[src/hw/rtl/bpad_pkg.sv]
`timescale 1ns / 1ps

package bpad_pkg;

    localparam int CFG_ADDR_BITS = 4;
    localparam int CFG_DATA_BITS = 32;
    localparam int SIZE_BITS     = 13;
    localparam int COORD_BITS    = 12;
    localparam int PAD_BITS      = 3;
    localparam int RESULT_LIMIT  = 64;
    localparam int COUNT_BITS    = $clog2(RESULT_LIMIT);
    localparam int QUEUE_DEPTH   = 4;

    localparam int DEF_MAX_WIDTH  = 4096;
    localparam int DEF_MAX_HEIGHT = 4096;
    localparam int DEF_MAX_PAD    = 7;
    localparam int DEF_PIXEL_BITS = 8;

    localparam logic [SIZE_BITS-1:0] RST_WIDTH  = 13'd640;
    localparam logic [SIZE_BITS-1:0] RST_HEIGHT = 13'd480;
    localparam logic [PAD_BITS-1:0]  RST_PAD_W  = 3'd1;
    localparam logic [PAD_BITS-1:0]  RST_PAD_H  = 3'd1;

    typedef enum logic [1:0] {
        REG_IMAGE_WIDTH  = 2'd0,
        REG_IMAGE_HEIGHT = 2'd1,
        REG_PAD_WIDTH    = 2'd2,
        REG_PAD_HEIGHT   = 2'd3
    } t_reg_idx;

    typedef struct packed {
        logic [SIZE_BITS-1:0] image_width;
        logic [SIZE_BITS-1:0] image_height;
        logic [PAD_BITS-1:0]  pad_width;
        logic [PAD_BITS-1:0]  pad_height;
    } t_cfg;

    // inclusive output spans that clamp onto one source pixel
    typedef struct packed {
        logic [SIZE_BITS-1:0] row_lo;
        logic [SIZE_BITS-1:0] row_hi;
        logic [SIZE_BITS-1:0] col_lo;
        logic [SIZE_BITS-1:0] col_hi;
    } t_span;

endpackage

[src/hw/rtl/border_replicate_padding_core.sv]
`timescale 1ns / 1ps

// clamp-to-edge border padding, pixel driven
// input queue side: push a source pixel (row, column, value) while full is low
// result queue side: while empty is low the oldest result is on the o_out_* ports,
// pop takes it; o_last marks the final result caused by one source pixel
// an interior pixel gives one result, an edge pixel a run, a corner pixel a block,
// at most 64 results in row-major order; border-band pixels give none
// a source pixel reaches the result ports via queue, sequencer and output register
// throughput is one result per cycle from the output sequencer while pop is high
// a four-entry request queue lets push continue while a burst is sent
// when pop is held low the output register holds, the sequencer stops and the
// queue fills until full rises; nothing is dropped
// configuration writes go through the APB-style port; the user must make them
// only while the block is idle, which the block itself does not enforce
// reset empties both queues and loads 640 x 480 with a one-pixel border

module border_replicate_padding_core #(
    parameter int MAX_WIDTH  = bpad_pkg::DEF_MAX_WIDTH,
    parameter int MAX_HEIGHT = bpad_pkg::DEF_MAX_HEIGHT,
    parameter int MAX_PAD    = bpad_pkg::DEF_MAX_PAD,
    parameter int PIXEL_BITS = bpad_pkg::DEF_PIXEL_BITS
) (
    input  logic                                i_clk,
    input  logic                                i_rst_n,
    input  logic                                psel,
    input  logic                                penable,
    input  logic                                pwrite,
    input  logic [bpad_pkg::CFG_ADDR_BITS-1:0]  paddr,
    input  logic [bpad_pkg::CFG_DATA_BITS-1:0]  pwdata,
    output logic [bpad_pkg::CFG_DATA_BITS-1:0]  prdata,
    output logic                                pready,
    input  logic                                push,
    output logic                                full,
    input  logic [bpad_pkg::COORD_BITS-1:0]     i_pix_row,
    input  logic [bpad_pkg::COORD_BITS-1:0]     i_pix_col,
    input  logic [PIXEL_BITS-1:0]               i_pix_value,
    output logic                                empty,
    input  logic                                pop,
    output logic [bpad_pkg::COORD_BITS-1:0]     o_out_row,
    output logic [bpad_pkg::COORD_BITS-1:0]     o_out_col,
    output logic [PIXEL_BITS-1:0]               o_out_value,
    output logic                                o_last
);
    import bpad_pkg::*;

    localparam int ENTRY_BITS = $bits(t_span) + PIXEL_BITS;

    t_cfg                  cfg;
    t_span                 wr_span;
    t_span                 rd_span;
    logic                  queue_wr;
    logic                  queue_rd;
    logic                  queue_empty;
    logic                  queue_full;
    logic [PIXEL_BITS-1:0] rd_value;

    assign full = queue_full;

    bpad_regs u_regs (
        .i_clk   (i_clk),
        .i_rst_n (i_rst_n),
        .psel    (psel),
        .penable (penable),
        .pwrite  (pwrite),
        .paddr   (paddr),
        .pwdata  (pwdata),
        .prdata  (prdata),
        .pready  (pready),
        .o_cfg   (cfg)
    );

    bpad_front #(
        .MAX_WIDTH  (MAX_WIDTH),
        .MAX_HEIGHT (MAX_HEIGHT),
        .MAX_PAD    (MAX_PAD)
    ) u_front (
        .i_cfg        (cfg),
        .i_push       (push),
        .i_pix_row    (i_pix_row),
        .i_pix_col    (i_pix_col),
        .i_queue_full (queue_full),
        .o_queue_wr   (queue_wr),
        .o_span       (wr_span)
    );

    bpad_fifo #(
        .WIDTH (ENTRY_BITS),
        .DEPTH (QUEUE_DEPTH)
    ) u_fifo (
        .i_clk   (i_clk),
        .i_rst_n (i_rst_n),
        .i_wr    (queue_wr),
        .i_wdata ({wr_span, i_pix_value}),
        .i_rd    (queue_rd),
        .o_rdata ({rd_span, rd_value}),
        .o_empty (queue_empty),
        .o_full  (queue_full)
    );

    bpad_back #(
        .PIXEL_BITS (PIXEL_BITS)
    ) u_back (
        .i_clk         (i_clk),
        .i_rst_n       (i_rst_n),
        .i_queue_empty (queue_empty),
        .i_span        (rd_span),
        .i_value       (rd_value),
        .o_queue_rd    (queue_rd),
        .i_pop         (pop),
        .o_empty       (empty),
        .o_out_row     (o_out_row),
        .o_out_col     (o_out_col),
        .o_out_value   (o_out_value),
        .o_last        (o_last)
    );

endmodule

[src/hw/rtl/bpad_regs.sv]
`timescale 1ns / 1ps

module bpad_regs (
    input  logic                                i_clk,
    input  logic                                i_rst_n,
    input  logic                                psel,
    input  logic                                penable,
    input  logic                                pwrite,
    input  logic [bpad_pkg::CFG_ADDR_BITS-1:0]  paddr,
    input  logic [bpad_pkg::CFG_DATA_BITS-1:0]  pwdata,
    output logic [bpad_pkg::CFG_DATA_BITS-1:0]  prdata,
    output logic                                pready,
    output bpad_pkg::t_cfg                      o_cfg
);
    import bpad_pkg::*;

    t_cfg     r_cfg;
    t_cfg     n_cfg;
    t_reg_idx idx;
    logic     wr_en;

    assign idx    = t_reg_idx'(paddr[3:2]);
    assign wr_en  = psel & penable & pwrite;
    assign pready = 1'b1;
    assign o_cfg  = r_cfg;

    always_comb begin
        n_cfg = r_cfg;
        if (wr_en) begin
            unique case (idx)
                REG_IMAGE_WIDTH:  n_cfg.image_width  = pwdata[SIZE_BITS-1:0];
                REG_IMAGE_HEIGHT: n_cfg.image_height = pwdata[SIZE_BITS-1:0];
                REG_PAD_WIDTH:    n_cfg.pad_width    = pwdata[PAD_BITS-1:0];
                REG_PAD_HEIGHT:   n_cfg.pad_height   = pwdata[PAD_BITS-1:0];
                default:          n_cfg = r_cfg;
            endcase
        end
    end

    always_comb begin
        unique case (idx)
            REG_IMAGE_WIDTH:  prdata = CFG_DATA_BITS'(r_cfg.image_width);
            REG_IMAGE_HEIGHT: prdata = CFG_DATA_BITS'(r_cfg.image_height);
            REG_PAD_WIDTH:    prdata = CFG_DATA_BITS'(r_cfg.pad_width);
            REG_PAD_HEIGHT:   prdata = CFG_DATA_BITS'(r_cfg.pad_height);
            default:          prdata = '0;
        endcase
    end

    always_ff @(posedge i_clk) begin
        if (!i_rst_n) begin
            r_cfg.image_width  <= RST_WIDTH;
            r_cfg.image_height <= RST_HEIGHT;
            r_cfg.pad_width    <= RST_PAD_W;
            r_cfg.pad_height   <= RST_PAD_H;
        end else begin
            r_cfg <= n_cfg;
        end
    end

endmodule

[src/hw/rtl/bpad_front.sv]
`timescale 1ns / 1ps

module bpad_front #(
    parameter int MAX_WIDTH  = bpad_pkg::DEF_MAX_WIDTH,
    parameter int MAX_HEIGHT = bpad_pkg::DEF_MAX_HEIGHT,
    parameter int MAX_PAD    = bpad_pkg::DEF_MAX_PAD
) (
    input  bpad_pkg::t_cfg                    i_cfg,
    input  logic                              i_push,
    input  logic [bpad_pkg::COORD_BITS-1:0]   i_pix_row,
    input  logic [bpad_pkg::COORD_BITS-1:0]   i_pix_col,
    input  logic                              i_queue_full,
    output logic                              o_queue_wr,
    output bpad_pkg::t_span                   o_span
);
    import bpad_pkg::*;

    typedef struct packed {
        logic                 ok;
        logic [SIZE_BITS-1:0] lo;
        logic [SIZE_BITS-1:0] hi;
    } t_axis;

    function automatic t_axis axis_span(input logic [COORD_BITS-1:0] p,
                                        input logic [SIZE_BITS-1:0]  size,
                                        input logic [PAD_BITS-1:0]   pad);
        t_axis                a;
        logic [SIZE_BITS-1:0] p_ext;
        logic [SIZE_BITS-1:0] pad_ext;
        logic [SIZE_BITS-1:0] final_pos;
        p_ext     = SIZE_BITS'(p);
        pad_ext   = SIZE_BITS'(pad);
        final_pos = size - pad_ext - SIZE_BITS'(1);
        a.ok = (size > (pad_ext << 1)) && (p_ext >= pad_ext) && (p_ext <= final_pos);
        a.lo = (p_ext == pad_ext) ? '0 : p_ext;
        a.hi = (p_ext == final_pos) ? size - SIZE_BITS'(1) : p_ext;
        return a;
    endfunction

    logic [SIZE_BITS-1:0] w_sat;
    logic [SIZE_BITS-1:0] h_sat;
    logic [PAD_BITS-1:0]  pw_sat;
    logic [PAD_BITS-1:0]  ph_sat;
    t_axis                row_ax;
    t_axis                col_ax;

    assign w_sat  = (32'(i_cfg.image_width) > MAX_WIDTH) ? SIZE_BITS'(MAX_WIDTH)
                                                         : i_cfg.image_width;
    assign h_sat  = (32'(i_cfg.image_height) > MAX_HEIGHT) ? SIZE_BITS'(MAX_HEIGHT)
                                                           : i_cfg.image_height;
    assign pw_sat = (32'(i_cfg.pad_width) > MAX_PAD) ? PAD_BITS'(MAX_PAD) : i_cfg.pad_width;
    assign ph_sat = (32'(i_cfg.pad_height) > MAX_PAD) ? PAD_BITS'(MAX_PAD) : i_cfg.pad_height;

    assign row_ax = axis_span(i_pix_row, h_sat, ph_sat);
    assign col_ax = axis_span(i_pix_col, w_sat, pw_sat);

    // border-band and out-of-range pixels are taken and dropped here
    assign o_queue_wr    = i_push & ~i_queue_full & row_ax.ok & col_ax.ok;
    assign o_span.row_lo = row_ax.lo;
    assign o_span.row_hi = row_ax.hi;
    assign o_span.col_lo = col_ax.lo;
    assign o_span.col_hi = col_ax.hi;

endmodule

[src/hw/rtl/bpad_fifo.sv]
`timescale 1ns / 1ps

module bpad_fifo #(
    parameter int WIDTH = 8,
    parameter int DEPTH = bpad_pkg::QUEUE_DEPTH
) (
    input  logic             i_clk,
    input  logic             i_rst_n,
    input  logic             i_wr,
    input  logic [WIDTH-1:0] i_wdata,
    input  logic             i_rd,
    output logic [WIDTH-1:0] o_rdata,
    output logic             o_empty,
    output logic             o_full
);
    localparam int ADDR_BITS = (DEPTH > 1) ? $clog2(DEPTH) : 1;

    logic [WIDTH-1:0]     r_mem [DEPTH];
    logic [ADDR_BITS-1:0] r_wr_ptr;
    logic [ADDR_BITS-1:0] r_rd_ptr;
    logic [ADDR_BITS:0]   r_count;
    logic                 do_wr;
    logic                 do_rd;

    assign o_empty = (r_count == '0);
    assign o_full  = (r_count == (ADDR_BITS+1)'(DEPTH));
    assign o_rdata = r_mem[r_rd_ptr];
    assign do_wr   = i_wr & ~o_full;
    assign do_rd   = i_rd & ~o_empty;

    always_ff @(posedge i_clk) begin
        if (do_wr) begin
            r_mem[r_wr_ptr] <= i_wdata;
        end
    end

    always_ff @(posedge i_clk) begin
        if (!i_rst_n) begin
            r_wr_ptr <= '0;
            r_rd_ptr <= '0;
            r_count  <= '0;
        end else begin
            if (do_wr) begin
                r_wr_ptr <= (r_wr_ptr == ADDR_BITS'(DEPTH - 1)) ? '0 : r_wr_ptr + 1'b1;
            end
            if (do_rd) begin
                r_rd_ptr <= (r_rd_ptr == ADDR_BITS'(DEPTH - 1)) ? '0 : r_rd_ptr + 1'b1;
            end
            if (do_wr && !do_rd) begin
                r_count <= r_count + 1'b1;
            end else if (do_rd && !do_wr) begin
                r_count <= r_count - 1'b1;
            end
        end
    end

endmodule

[src/hw/rtl/bpad_back.sv]
`timescale 1ns / 1ps

module bpad_back #(
    parameter int PIXEL_BITS = bpad_pkg::DEF_PIXEL_BITS
) (
    input  logic                              i_clk,
    input  logic                              i_rst_n,
    input  logic                              i_queue_empty,
    input  bpad_pkg::t_span                   i_span,
    input  logic [PIXEL_BITS-1:0]             i_value,
    output logic                              o_queue_rd,
    input  logic                              i_pop,
    output logic                              o_empty,
    output logic [bpad_pkg::COORD_BITS-1:0]   o_out_row,
    output logic [bpad_pkg::COORD_BITS-1:0]   o_out_col,
    output logic [PIXEL_BITS-1:0]             o_out_value,
    output logic                              o_last
);
    import bpad_pkg::*;

    t_span                 r_span;
    logic [PIXEL_BITS-1:0] r_value;
    logic                  r_busy;
    logic [SIZE_BITS-1:0]  r_y;
    logic [SIZE_BITS-1:0]  r_x;
    logic [COUNT_BITS-1:0] r_n;

    logic                  r_out_valid;
    logic [COORD_BITS-1:0] r_out_row;
    logic [COORD_BITS-1:0] r_out_col;
    logic [PIXEL_BITS-1:0] r_out_value;
    logic                  r_out_last;

    logic out_ready;
    logic emit;
    logic is_last;
    logic load;

    assign out_ready = ~r_out_valid | i_pop;
    assign emit      = r_busy & out_ready;
    // stop at the end of the block or at the result limit, whichever first
    assign is_last   = ((r_x == r_span.col_hi) && (r_y == r_span.row_hi))
                     || (r_n == COUNT_BITS'(RESULT_LIMIT - 1));
    assign load      = (~r_busy | (emit & is_last)) & ~i_queue_empty;
    assign o_queue_rd = load;

    assign o_empty     = ~r_out_valid;
    assign o_out_row   = r_out_row;
    assign o_out_col   = r_out_col;
    assign o_out_value = r_out_value;
    assign o_last      = r_out_last;

    always_ff @(posedge i_clk) begin
        if (emit) begin
            r_out_row   <= r_y[COORD_BITS-1:0];
            r_out_col   <= r_x[COORD_BITS-1:0];
            r_out_value <= r_value;
            r_out_last  <= is_last;
        end
        if (load) begin
            r_span  <= i_span;
            r_value <= i_value;
            r_y     <= i_span.row_lo;
            r_x     <= i_span.col_lo;
            r_n     <= '0;
        end else if (emit) begin
            r_n <= r_n + 1'b1;
            if (r_x == r_span.col_hi) begin
                r_x <= r_span.col_lo;
                r_y <= r_y + 1'b1;
            end else begin
                r_x <= r_x + 1'b1;
            end
        end
    end

    always_ff @(posedge i_clk) begin
        if (!i_rst_n) begin
            r_busy      <= 1'b0;
            r_out_valid <= 1'b0;
        end else begin
            if (load) begin
                r_busy <= 1'b1;
            end else if (emit && is_last) begin
                r_busy <= 1'b0;
            end
            if (emit) begin
                r_out_valid <= 1'b1;
            end else if (i_pop) begin
                r_out_valid <= 1'b0;
            end
        end
    end

endmodule

[config.mk]
export PLATFORM = sky130hd
export DESIGN_NAME = border_replicate_padding_core
export DESIGN_NICKNAME = d
export VERILOG_FILES = /design/src/hw/rtl/bpad_pkg.sv /design/src/hw/rtl/border_replicate_padding_core.sv /design/src/hw/rtl/bpad_regs.sv /design/src/hw/rtl/bpad_front.sv /design/src/hw/rtl/bpad_fifo.sv /design/src/hw/rtl/bpad_back.sv
export SDC_FILE = /design/constraint.sdc
export NUM_CORES = 1
export LEC_CHECK = 0
export BUFFER_PORTS_ARGS = -buffer_cell sky130_fd_sc_hd__buf_2
export CORE_UTILIZATION = 55
export DETAILED_ROUTE_END_ITERATION = 8
export HOLD_SLACK_MARGIN = 0.15
export PLACE_DENSITY = 0.82
export SLEW_MARGIN = 30
export SYNTH_ARGS = -nofsm -noshare
export SYNTH_HDL_FRONTEND = slang
export SYNTH_HIERARCHICAL = 1
export SYNTH_SLANG_ARGS = --single-unit
[constraint.sdc]
create_clock -name i_clk -period 15.2 [get_ports i_clk]
set_input_delay 3.04 -clock i_clk [delete_from_list [all_inputs] [get_ports i_clk]]
set_output_delay 3.04 -clock i_clk [all_outputs]
set_load 0.02 [all_outputs]
Yosys cells after proc, flatten, opt, wreduce, memory -nomap -nowiden
Memories as Yosys holds them, arrays and structs flattened. A register that Yosys moved wholly into a read port is not among the register bits.
Cells that the tools add are included.
{"block": "word_totals", "word_cells": 119, "mem_count": 1, "latch_bits": 0, "ff_bits": 153, "inputBits": 75, "mem_bits_ro": 0, "ram_bits": 232, "out_inout_bits": 68}
{"memory": "u_fifo.r_mem", "depth": 4, "width": 58, "read_ports": 1, "rd_clocked_by_memory_dff": 1, "wr": 1, "line_no": "bpad_fifo.sv:18", "source": "logic [WIDTH-1:0] r_mem [DEPTH];"}
{"block": "op_classes", "reduce_logical": 23, "magnitude_cmp": 8, "div_mod_pow": 0, "multipliers": 0, "add_sub_neg": 13, "bitwise_logic": 16, "shift": 0, "n_eq_ne": 13, "mux": 25}
{"operator": "$mux W13", "n": 10}
{"operator": "$pmux W32 S4", "n": 1}
{"operator": "$sub A13 B1 Y13 const B", "n": 4}
{"operator": "$add A13 B1 Y13 const B", "n": 2}
{"operator": "$eq A12 B13 Y1", "n": 2}
{"operator": "$eq A13 B13 Y1", "n": 2}
{"operator": "$gt A13 B13 Y1 const B", "n": 2}
{"operator": "$gt A13 B4 Y1", "n": 2}
{"operator": "$le A12 B13 Y1", "n": 2}
{"operator": "$sub A13 B3 Y13", "n": 2}
{"operator": "$eq A12 B3 Y1", "n": 2}
{"operator": "$ge A12 B3 Y1", "n": 2}
{"operator": "$mux W12", "n": 2}
{"operator": "$and A1 B1 Y1", "n": 10}
{"operator": "$reduce_and A2 Y1", "n": 5}
{"operator": "$reduce_bool A2 Y1", "n": 5}
{"operator": "$eq A2 B2 Y1 const B", "n": 4}
{"operator": "$logic_and A1 B1 Y1", "n": 8}
{"operator": "$mux W2", "n": 4}
{"operator": "$add A6 B1 Y6 const B", "n": 1}
{"operator": "$eq A6 B6 Y1 const B", "n": 1}
{"operator": "$mux W1", "n": 6}
{"operator": "$mux W3", "n": 2}
{"operator": "$add A2 B1 Y2 const B", "n": 2}
{"operator": "other kinds (10)", "n": 15}

Depth between registers and ports, before layout
Gate-level depths: netlist of run 1.
{"block": "logic_depth", "word_depth": 13, "mapped_depth": 26, "ltp_nobuf": 23}

Cells and area by module
Netlist of run 1, hierarchy kept.
{"module": "bpad_fifo", "instances": 1, "cells_per_inst": 365, "seq_area_each_um2": 7387.1, "area_each_um2": 9203.8}
{"module": "bpad_back", "instances": 1, "cells_per_inst": 289, "seq_area_each_um2": 3343.2, "area_each_um2": 4812.1}
{"module": "bpad_front", "instances": 1, "cells_per_inst": 415, "seq_area_each_um2": 0.0, "area_each_um2": 2675.1}
{"module": "bpad_regs", "instances": 1, "cells_per_inst": 177, "seq_area_each_um2": 640.6, "area_each_um2": 1659.1}

Worst setup path before layout of run 1
Ideal clock, no wire load.
{"block": "synth_timing", "path_kind": "input -> output", "startpoint": "input port paddr[3] (netlist name)", "endpoint": "output port prdata[1] (netlist name)", "required_time_ps": 12160, "path_buffers": 1, "slack_ps": 8360, "stages": 2, "arrival_time_ps": 3800, "cell_sequence": "buf_2 > mux4_2"}
{"block": "synth_via", "elab_chain_cells": 2, "word_cells_on_any_way": 5, "cone_classes": "3 x eq/ne; 1 x mux; 1 x reduce/logical"}
{"element": "start, declared", "line_no": "border_replicate_padding_core.sv:29", "source": "input logic [bpad_pkg::CFG_ADDR_BITS-1:0] paddr,"}
{"element": "$eq A2 B2 Y1 (tied with other cells)", "line_no": "bpad_regs.sv:41", "source": "unique case (idx)"}
{"element": "$pmux W32 S4 *", "line_no": "bpad_regs.sv:41"}
{"element": "end, declared", "line_no": "border_replicate_padding_core.sv:31", "source": "output logic [bpad_pkg::CFG_DATA_BITS-1:0] prdata,"}
Every way passes the cells marked *; elsewhere a longest branch is shown, timed or not. The select of a mux whose other input is x is not followed.

Worst setup path in the final report of run 1
{"block": "layout_timing", "startpoint": "input port paddr[2] (netlist name)", "endpoint": "output port prdata[0] (netlist name)"}
The elaborated chain is that of the path after synthesis.

==> summary.md, run 1 <==
| Metric | Value |
|---|---|
| Routed WL | `39.1 mm` |
| First-pass GRT wire length | `59.8 mm` |
| Post-synth ARST share | `0%` |
| Sink Count | `395` |
| Area leader, netlist | `edfxtp_1` |
| Total gr overflow | `0` |
| Max-cap violations | `0` |
| TNS Setup | `0 ps` |
| GRT Total Usage | `23.4%` |
| Die ar. | `34100 sq um` |
| DR vias/cell | `5.93` |
| DP Wirelength | `24.4 mm` |
| Least-Margin Pin Slew | `891 ps` |
| Sequential area share after synthesis | `62.0%` |
| Share of layout cells above drive strength 1 | `21.9%` |
| CP startpoint kind | `primary input` |
| EDFF count, synth | `346` |
| Reg-to-reg startpoint | `u_regs/o_cfg[18]` |
| Crit Path Max Fanout | `22` |
| Design Power | `3200 uW` |
| Nets | `1454` |
| Initial drt markers | `904` |
| Post-synth top area share | `56.6%` |
| TritonCTS clock tree | `yes` |
| VDD IR-drop max | `0.0874 mV` |
| Mean Syn Cell Area | `14.7 sq um` |
| CTS Buffer Depth | `3` |
| Critical R2R Capture | `u_fifo/r_mem[3][4]` |
| CTS root buffer | `clkbuf_16` |
| Routed WL per cell | `21.8 um` |
| Clock Latency Late Sink | `530 ps` |
| Initial antenna violation count | `1` |
| Relative slew slack | `40.6%` |
| Pleak | `0.00726 uW` |
| CP required | `12160 ps` |
| Yosys warns | `6` |
| Hold Path Class | `reg2reg` |
| # IOs | `143` |
| Initial Util | `56.1%` |
| Worst setup EP type | `output port` |
| Pre-CTS setup slack | `7570 ps` |
| R2r setup slk | `8350 ps` |
| Final Core Density | `61.9%` |
| Worst path arrival time | `4330 ps` |
| ANT nets after route | `0` |
| Synth Instances | `1246` |
| CTS H-Tree Depth | `2` |
| Synth cell types | `77` |
| Post-CTS Resized | `0` |
| Vias post-DR | `10626` |
| Max Fclk | `136 MHz` |
| Hold buffers post-CTS | `0` |
| Flops & latches, synth | `395` |
| Minimum clock period | `7370 ps` |
| Port Buffer Count | `101` |
| Layout Area Growth over Synthesis | `10.3%` |
| Power density over the cells | `158 nW/um^2` |
| Final Max Tran Viols | `0` |
| Chip height | `185 um` |
| Crit path kind | `in2out` |
| Unrepaired setup endpoints after global routing | `false` |
| Final worst slack | `7830 ps` |
| Rows | `66` |
| Hold_sp | `u_back/r_value[7]` |
| Final setup violation count | `0` |
| R2R cell count | `15` |
| Post-CTS Setup Inserts | `0` |
| Area of the mapped netlist | `18400 sq um` |
| Core Footprint | `32700 sq um` |
| Pre-antenna DRT Iters | `5` |
| FILL cells | `2345` |
| Status | `finished, final reports clean` |
| Hold_ws | `420 ps` |
| CTS buffer count | `39` |
| Min-Delay Path Depth | `0` |
| Clk_skew | `21.9 ps` |
| Die Width | `185 um` |
| WHS Endpoint | `u_back/o_out_value[7]` |
| Vias in the first global route | `10573` |
| DR DRC count | `0` |
| GP Congestion | `0.885` |
| CTS clk-pin slew, worst paths | `60 ps` |
| Main synth FF type | `edfxtp_1` |
| Area contributors post-synth | `edfxtp_1 57%, mux4_2 7.6%, dfxtp_1 5.3%` |
| Final worst path period share | `48.5%` |
| Largest net degree at the start of global routing | `61` |
| Hold Fails Final Rpt | `0` |
## cell usage after synthesis, drive strengths merged (5+ instances only)
library cell,count
or3,11
a21oi,30
a21o,11
mux2i,44
inv,33
o21a,5
nor4,10
xor2,26
a31oi,5
nand2,98
o21ai,45
nor3,15
or4,6
nor2,50
ha,53
nor2b,24
xnor2,45
o31ai,7
nand4,12
clkbuf,41
buf,54
o211ai,5
dfxtp,49
nand2b,8
nand3,33
mux4,63
and2,20
and3,8
nand4b,7
edfxtp,346
mux2,37
## metrics by stage
step | std cells | area, sq um
2_1_floorplan | 1265 | 18400
3_3_place_gp | 1724 | 18900
3_5_place_dp | 1724 | 18900
4_1_cts | 1792 | 20200
5_1_grt | 1793 | 20200
6_report | 1793 | 20200
## power breakdown
group          internal (uW)  switching (uW)  leakage (uW)
registers               1420             131       0.00354
clock network            587             410      0.000641
logic                    310             346       0.00308
total                   2310             887       0.00726
## critical path: stages
cell and delay, ps:
buf_2 430, mux4_1 670, buf_2 190
## registers in the layout, summed over array words and instances, names as in the netlist, 2 cells and up, named ones only
signal,count
u_back/o_out_col,12
u_back/o_out_row,12
u_back/o_out_value,8
u_back/r_n,6
u_back/r_span,39
u_back/r_value,8
u_back/r_x,13
u_back/r_y,13
u_fifo/r_count,3
u_fifo/r_mem,240
u_fifo/r_rd_ptr,2
u_fifo/r_wr_ptr,2
u_regs/o_cfg,32
## metal layers
metal  vias up  part of all wire (%)  track usage, %
met2       470                    48            38.7
li1       4820                     -               -
met1      5285                    42            32.2
met3        51                   7.4            4.05
met4         0                   1.8            6.02
met5         -                     0               0
## worst max-delay path by stage
stage	depth (start not counted)	endpoint	from	slack (ps)
after floorplan	2	prdata[1]	paddr[3]	8360
after global placement	10	u_fifo/r_mem[3][25]	i_pix_row[11]	7730
after detailed placement	10	u_fifo/r_mem[3][2]	i_pix_row[11]	7570
after CTS	3	prdata[0]	paddr[2]	7850
after global routing	3	prdata[0]	paddr[2]	7810
final	3	prdata[0]	paddr[2]	7830
## kinds of logic (layout without fill, tap and decap cells)
| group | count (synthesis) | count (layout) | synth area share, % |
|---|---|---|---|
| AOI/OAI and AO/OA | 134 | 134 | 4.62 |
| xor gates and xnor gates | 71 | 71 | 3.39 |
| adders and majority gates | 56 | 56 | 3.94 |
| buffers and inverters | 128 | 213 | 4.25 |
| DFF | 395 | 395 | 62.0 |
| muxes | 144 | 144 | 12.8 |
| other | 3 | 23 | 0.0614 |
| and+or+nand+nor | 315 | 315 | 8.95 |
## layout by cell type, fill, tap and decap left out, drive strengths merged, types with 20 or more instances in the layout
master	synthesis	layout
mux2i	44	44
ha	53	53
mux4	63	63
xor2	26	26
nand3	33	33
inv	33	36
nor2b	24	24
o21ai	45	45
and2	20	20
mux2	37	37
xnor2	45	45
conb	3	22
buf	54	112
nand2	98	98
dfxtp	49	49
clkbuf	41	44
nor2	50	50
edfxtp	346	346
a21oi	30	30
## layout make-up
class | count | area (sq um) | area share (%)
timing repair buffer | 112 | 591 | 2.92
multi-input combinational | 742 | 6280 | 31.0
inverter | 33 | 124 | 0.612
clock buffer | 44 | 1020 | 5.02
tap | 442 | 553 | 2.73
sequential | 395 | 11400 | 56.2
antenna | 1 | 2.50 | 0.0124
clock inverter | 24 | 298 | 1.47
(Power assumes the default switching activity.)
==> run 2: changes to the inputs <==
- ABC_AREA: unset -> 1
- clock period: 15.2 -> 7.3 ns (I/O delays scaled with it)
==> run 2 against run 1 <==
Net effect:
- global-route usage down 0.63 points
- clock power increased by 100%
- largest cell class unchanged
- highest routed layer is now met5
- critical path depth up 21
- sequential power up 110%
- via count is 25% higher
- die area grew 3.8%
- largest power group unchanged
==> summary.md, run 2 <==
| Metric | Value |
|---|---|
| Status | `finished, final reports clean` |
| Area of the mapped netlist | `19000 sq um (+3.8%)` |
| Minimum clock period | `5700 ps` |
| Total gr overflow | `0 (unchanged)` |
| Yosys warns | `6 (unchanged)` |
| DP Wirelength | `26.6 mm (+8.8%)` |
| Routed WL | `41.0 mm (+4.9%)` |
| Vias in the first global route | `12489 (+18%)` |
| Max-cap violations | `0 (unchanged)` |
| Sequential area share after synthesis | `59.7% (-2.3 points)` |
| Final setup violation count | `0 (unchanged)` |
| DR vias/cell | `5.54 (-6.5%)` |
| Critical R2R Capture | `u_fifo/r_mem[0][51]` |
| Hold buffers post-CTS | `0 (unchanged)` |
| Main synth FF type | `edfxtp_1` |
| Design Power | `7530 uW (+140%)` |
| Hold_sp | `u_back/r_value[4]` |
| CTS Buffer Depth | `3 (unchanged)` |
| GRT Total Usage | `22.8% (-0.63 points)` |
| Sequential power share | `44.1% (-4.2 points)` |
| WHS Endpoint | `u_back/o_out_value[4]` |
| VDD IR-drop max | `0.319 mV (+270%)` |
| Top reg by flops | `u_fifo/r_mem` |
| Crit Path Max Fanout | `51 (+130%)` |
| Routed WL per cell | `17.0 um (-22%)` |
| Port Buffer Count | `101 (unchanged)` |
| Hold Path Class | `reg2reg` |
| Chip height | `188 um (+1.9%)` |
| Post-synth ARST share | `0% (unchanged)` |
| Critical Path, Cell by Cell | `nor2_1, nand2_1, nor2_1, nand2_2, nand2_4, inv_1, nor2_1, ha_1, fa_1, a21oi_1, nand3_1, a21oi_1, nand2_1, xor2_1, ha_1, nand3_1, nor4_4, inv_1, nand4_1, inv_1, nor2_1, nand2_1, nor2_4, buf_4` |
| Die ar. | `35400 sq um (+3.8%)` |
| Top-count cell post-synth | `edfxtp_1` |
| Largest net degree at the start of global routing | `73 (+20%)` |
| Share of layout cells above drive strength 1 | `14.6% (-7.4 points)` |
| Crit path kind | `reg2reg` |
| Commonest cells post-synth | `346 x edfxtp_1, 326 x nand2_1, 262 x nor2_1` |
| Worst setup EP type | `register` |
| Hold Fails Final Rpt | `0 (unchanged)` |
| Rows | `67 (+1.5%)` |
| Final Max Tran Viols | `0 (unchanged)` |
| # IOs | `143 (unchanged)` |
| Area leader, netlist | `edfxtp_1` |
| Post-CTS Setup Inserts | `0 (unchanged)` |
| Initial Util | `56.4% (+0.27 points)` |
| Max incr delay on CP | `710 ps (+40 ps)` |
| Power density over the cells | `358 nW/um^2 (+130%)` |
| Reg-to-reg startpoint | `u_regs/o_cfg[9]` |
| Die Width | `188 um (+1.9%)` |
| EDFF count, synth | `346 (unchanged)` |
| TNS Setup | `0 ps (unchanged)` |
| FILL cells | `2593 (+11%)` |
| Area contributors post-synth | `edfxtp_1 55%, nand2_1 6.4%, nor2_1 5.2%` |
| Mean Syn Cell Area | `10.3 sq um (-30%)` |
| Core Footprint | `33800 sq um (+3.3%)` |
| Worst path slowest cell | `buf_4` |
| Least-Margin Pin Slew | `846 ps (-44.6 ps)` |
| Unrepaired setup endpoints after global routing | `false` |
| Clk_skew | `24.2 ps (+2.33 ps)` |
| Flops & latches, synth | `395 (unchanged)` |
| Layout Area Growth over Synthesis | `10.3% (about the same)` |
| Most frequent CP cell | `nor2_1` |
| TritonCTS clock tree | `yes` |
| Post-synth top area share | `54.5% (-2.1 points)` |
| CTS root buffer | `clkbuf_16` |
| CP required | `7460 ps (-4700 ps)` |
| Sw Ratio | `35.2% (+7.5 points)` |
| CTS buffer count | `41 (+5.1%)` |
| Max Fclk | `175 MHz` |
| DR DRC count | `0 (unchanged)` |
| Worst path arrival time | `5850 ps (+1520 ps)` |
| CP startpoint kind | `register` |
| ANT nets after route | `0 (unchanged)` |
| Relative slew slack | `43.6% (+3.0 points)` |
| Pleak | `0.00848 uW (+17%)` |
| Final worst path period share | `78.1%` |
| Combinational share of power | `29.0% (+8.5 points)` |
| Commonest non-fill, non-tap cell in the layout | `edfxtp_1` |
| R2r setup slk | `1600 ps (-6750 ps)` |
| Vias post-DR | `13333 (+25%)` |
| Initial drt markers | `1124 (+24%)` |
| Synth Instances | `1855 (+49%)` |
| Psw | `2650 uW (+200%)` |
| Nets | `2056 (+41%)` |
| First-pass GRT wire length | `63.8 mm (+6.7%)` |
| Commonest cells after routing, fill and taps aside | `346 x edfxtp_1, 326 x nand2_1, 258 x nor2_1, 164 x inv_1, 108 x o21ai_0` |
| CTS H-Tree Depth | `2 (unchanged)` |
| Post-CTS Resized | `0 (unchanged)` |
| Sink Count | `395 (unchanged)` |
| Clk pwr share | `26.9% (-4.3 points)` |
| Min-Delay Path Depth | `0 (unchanged)` |
| CTS clk-pin slew, worst paths | `60 ps (about the same)` |
| Clock Latency Late Sink | `540 ps (about the same)` |
| R2R cell count | `24 (+9)` |
| Max FFs per register | `240 (unchanged)` |
| Synth cell types | `48 (-38%)` |
| Pre-antenna DRT Iters | `6 (+1)` |
| Pint | `4880 uW (+110%)` |
| Initial antenna violation count | `6 (+5)` |
| GP Congestion | `0.889 (+0.42%)` |
-- run 2: changes by cell type after synthesis, moves of 24 or more --
cell     previous run  this run
nand2_1            98       326
o21ai_0            44       109
o21ai_1             0        52
o22ai_1             3        41
nor2_1             50       262
mux2i_1            44         0
nor2b_1            24         0
xnor2_1            45        18
inv_1              33       164
nor2_2              0        29
nand3_1            32        95
mux4_2             62         0
-- run 2: cell families after synthesis --
| logic type | after synthesis | synth area share (%) |
|---|---|---|
| buffers and inverters | 283 | 7.09 |
| other | 3 | 0.0591 |
| adders and majority gates | 56 | 3.80 |
| xor gates and xnor gates | 64 | 2.94 |
| DFF | 395 | 59.7 |
| and+or+nand+nor | 784 | 17.7 |
| AOI/OAI and AO/OA | 270 | 8.68 |
-- run 2: worst max-delay path: cells and delay by family (launching register included) --
family          cells  cell delay [ps]
compound gates      2              540
fa+ha+maj           3              920
buf+inv             4              960
xor+xnor            1              160
simple gates       14             2150
flops               1              540
-- run 2: per-layer routing --
layer / share of wire [%] / track usage, %
met2: 48 / 38.5
met3: 6.9 / 3.86
met5: 0.17 / 0
met4: 2.6 / 7.35
met1: 42 / 29.8
-- run 2: area by class of cell --
type                            count  area, sq um  area share (%)
Sequential cell                   395        11400            54.2
Multi-Input combinational cell   1196         6440            30.7
Clock buffer                       46         1070            5.08
Inverter                          179          678            3.23
Timing Repair Buffer              112          626            2.98
Tap cell                          448          561            2.67
Clock inverter                     29          258            1.23
Antenna cell                        1         2.50          0.0119
-- run 2: worst max path at each step --
| stage | from | cells past startpoint | end |
|---|---|---|---|
| 5_1_grt | u_regs/o_cfg[9] | 24 | u_fifo/r_mem[0][51] |
| 4_1_cts | u_regs/o_cfg[9] | 24 | u_fifo/r_mem[0][43] |
| 6_report | u_regs/o_cfg[9] | 24 | u_fifo/r_mem[0][51] |
| 3_5_place_dp | u_regs/o_cfg[9] | 24 | u_fifo/r_mem[0][5] |
| 3_3_place_gp | u_regs/o_cfg[9] | 24 | u_fifo/r_mem[0][5] |
| 2_1_floorplan | u_regs/o_cfg[9] | 23 | u_fifo/r_mem[0][0] |
-- run 2: through the flow --
stage | setup slack, ps | instance area, sq um | hold slack [ps] | util (%) | std cells
after floorplan | 752 | 19100 | 400 | - | 1874
after global placement | 1670 | 19700 | 403 | 58.2 | 2330
after detailed placement | 1600 | 19700 | 408 | 58.2 | 2330
after CTS | 1580 | 21000 | 423 | 62.1 | 2405
after global routing | 1150 | 21000 | 430 | 62.2 | 2406
final | 1600 | 21000 | 420 | 62.2 | 2406
-- run 2: power by group through the flow --
stage / clock (uW) / combinational, uW / sequential, uW
final: 2020 / 2180 / 3320
after global placement: 0 / 2040 / 3340
after global routing: 2140 / 2410 / 3360
after CTS: 2050 / 2170 / 3320
after floorplan: 0 / 1610 / 3330
after detailed placement: 0 / 2140 / 3360
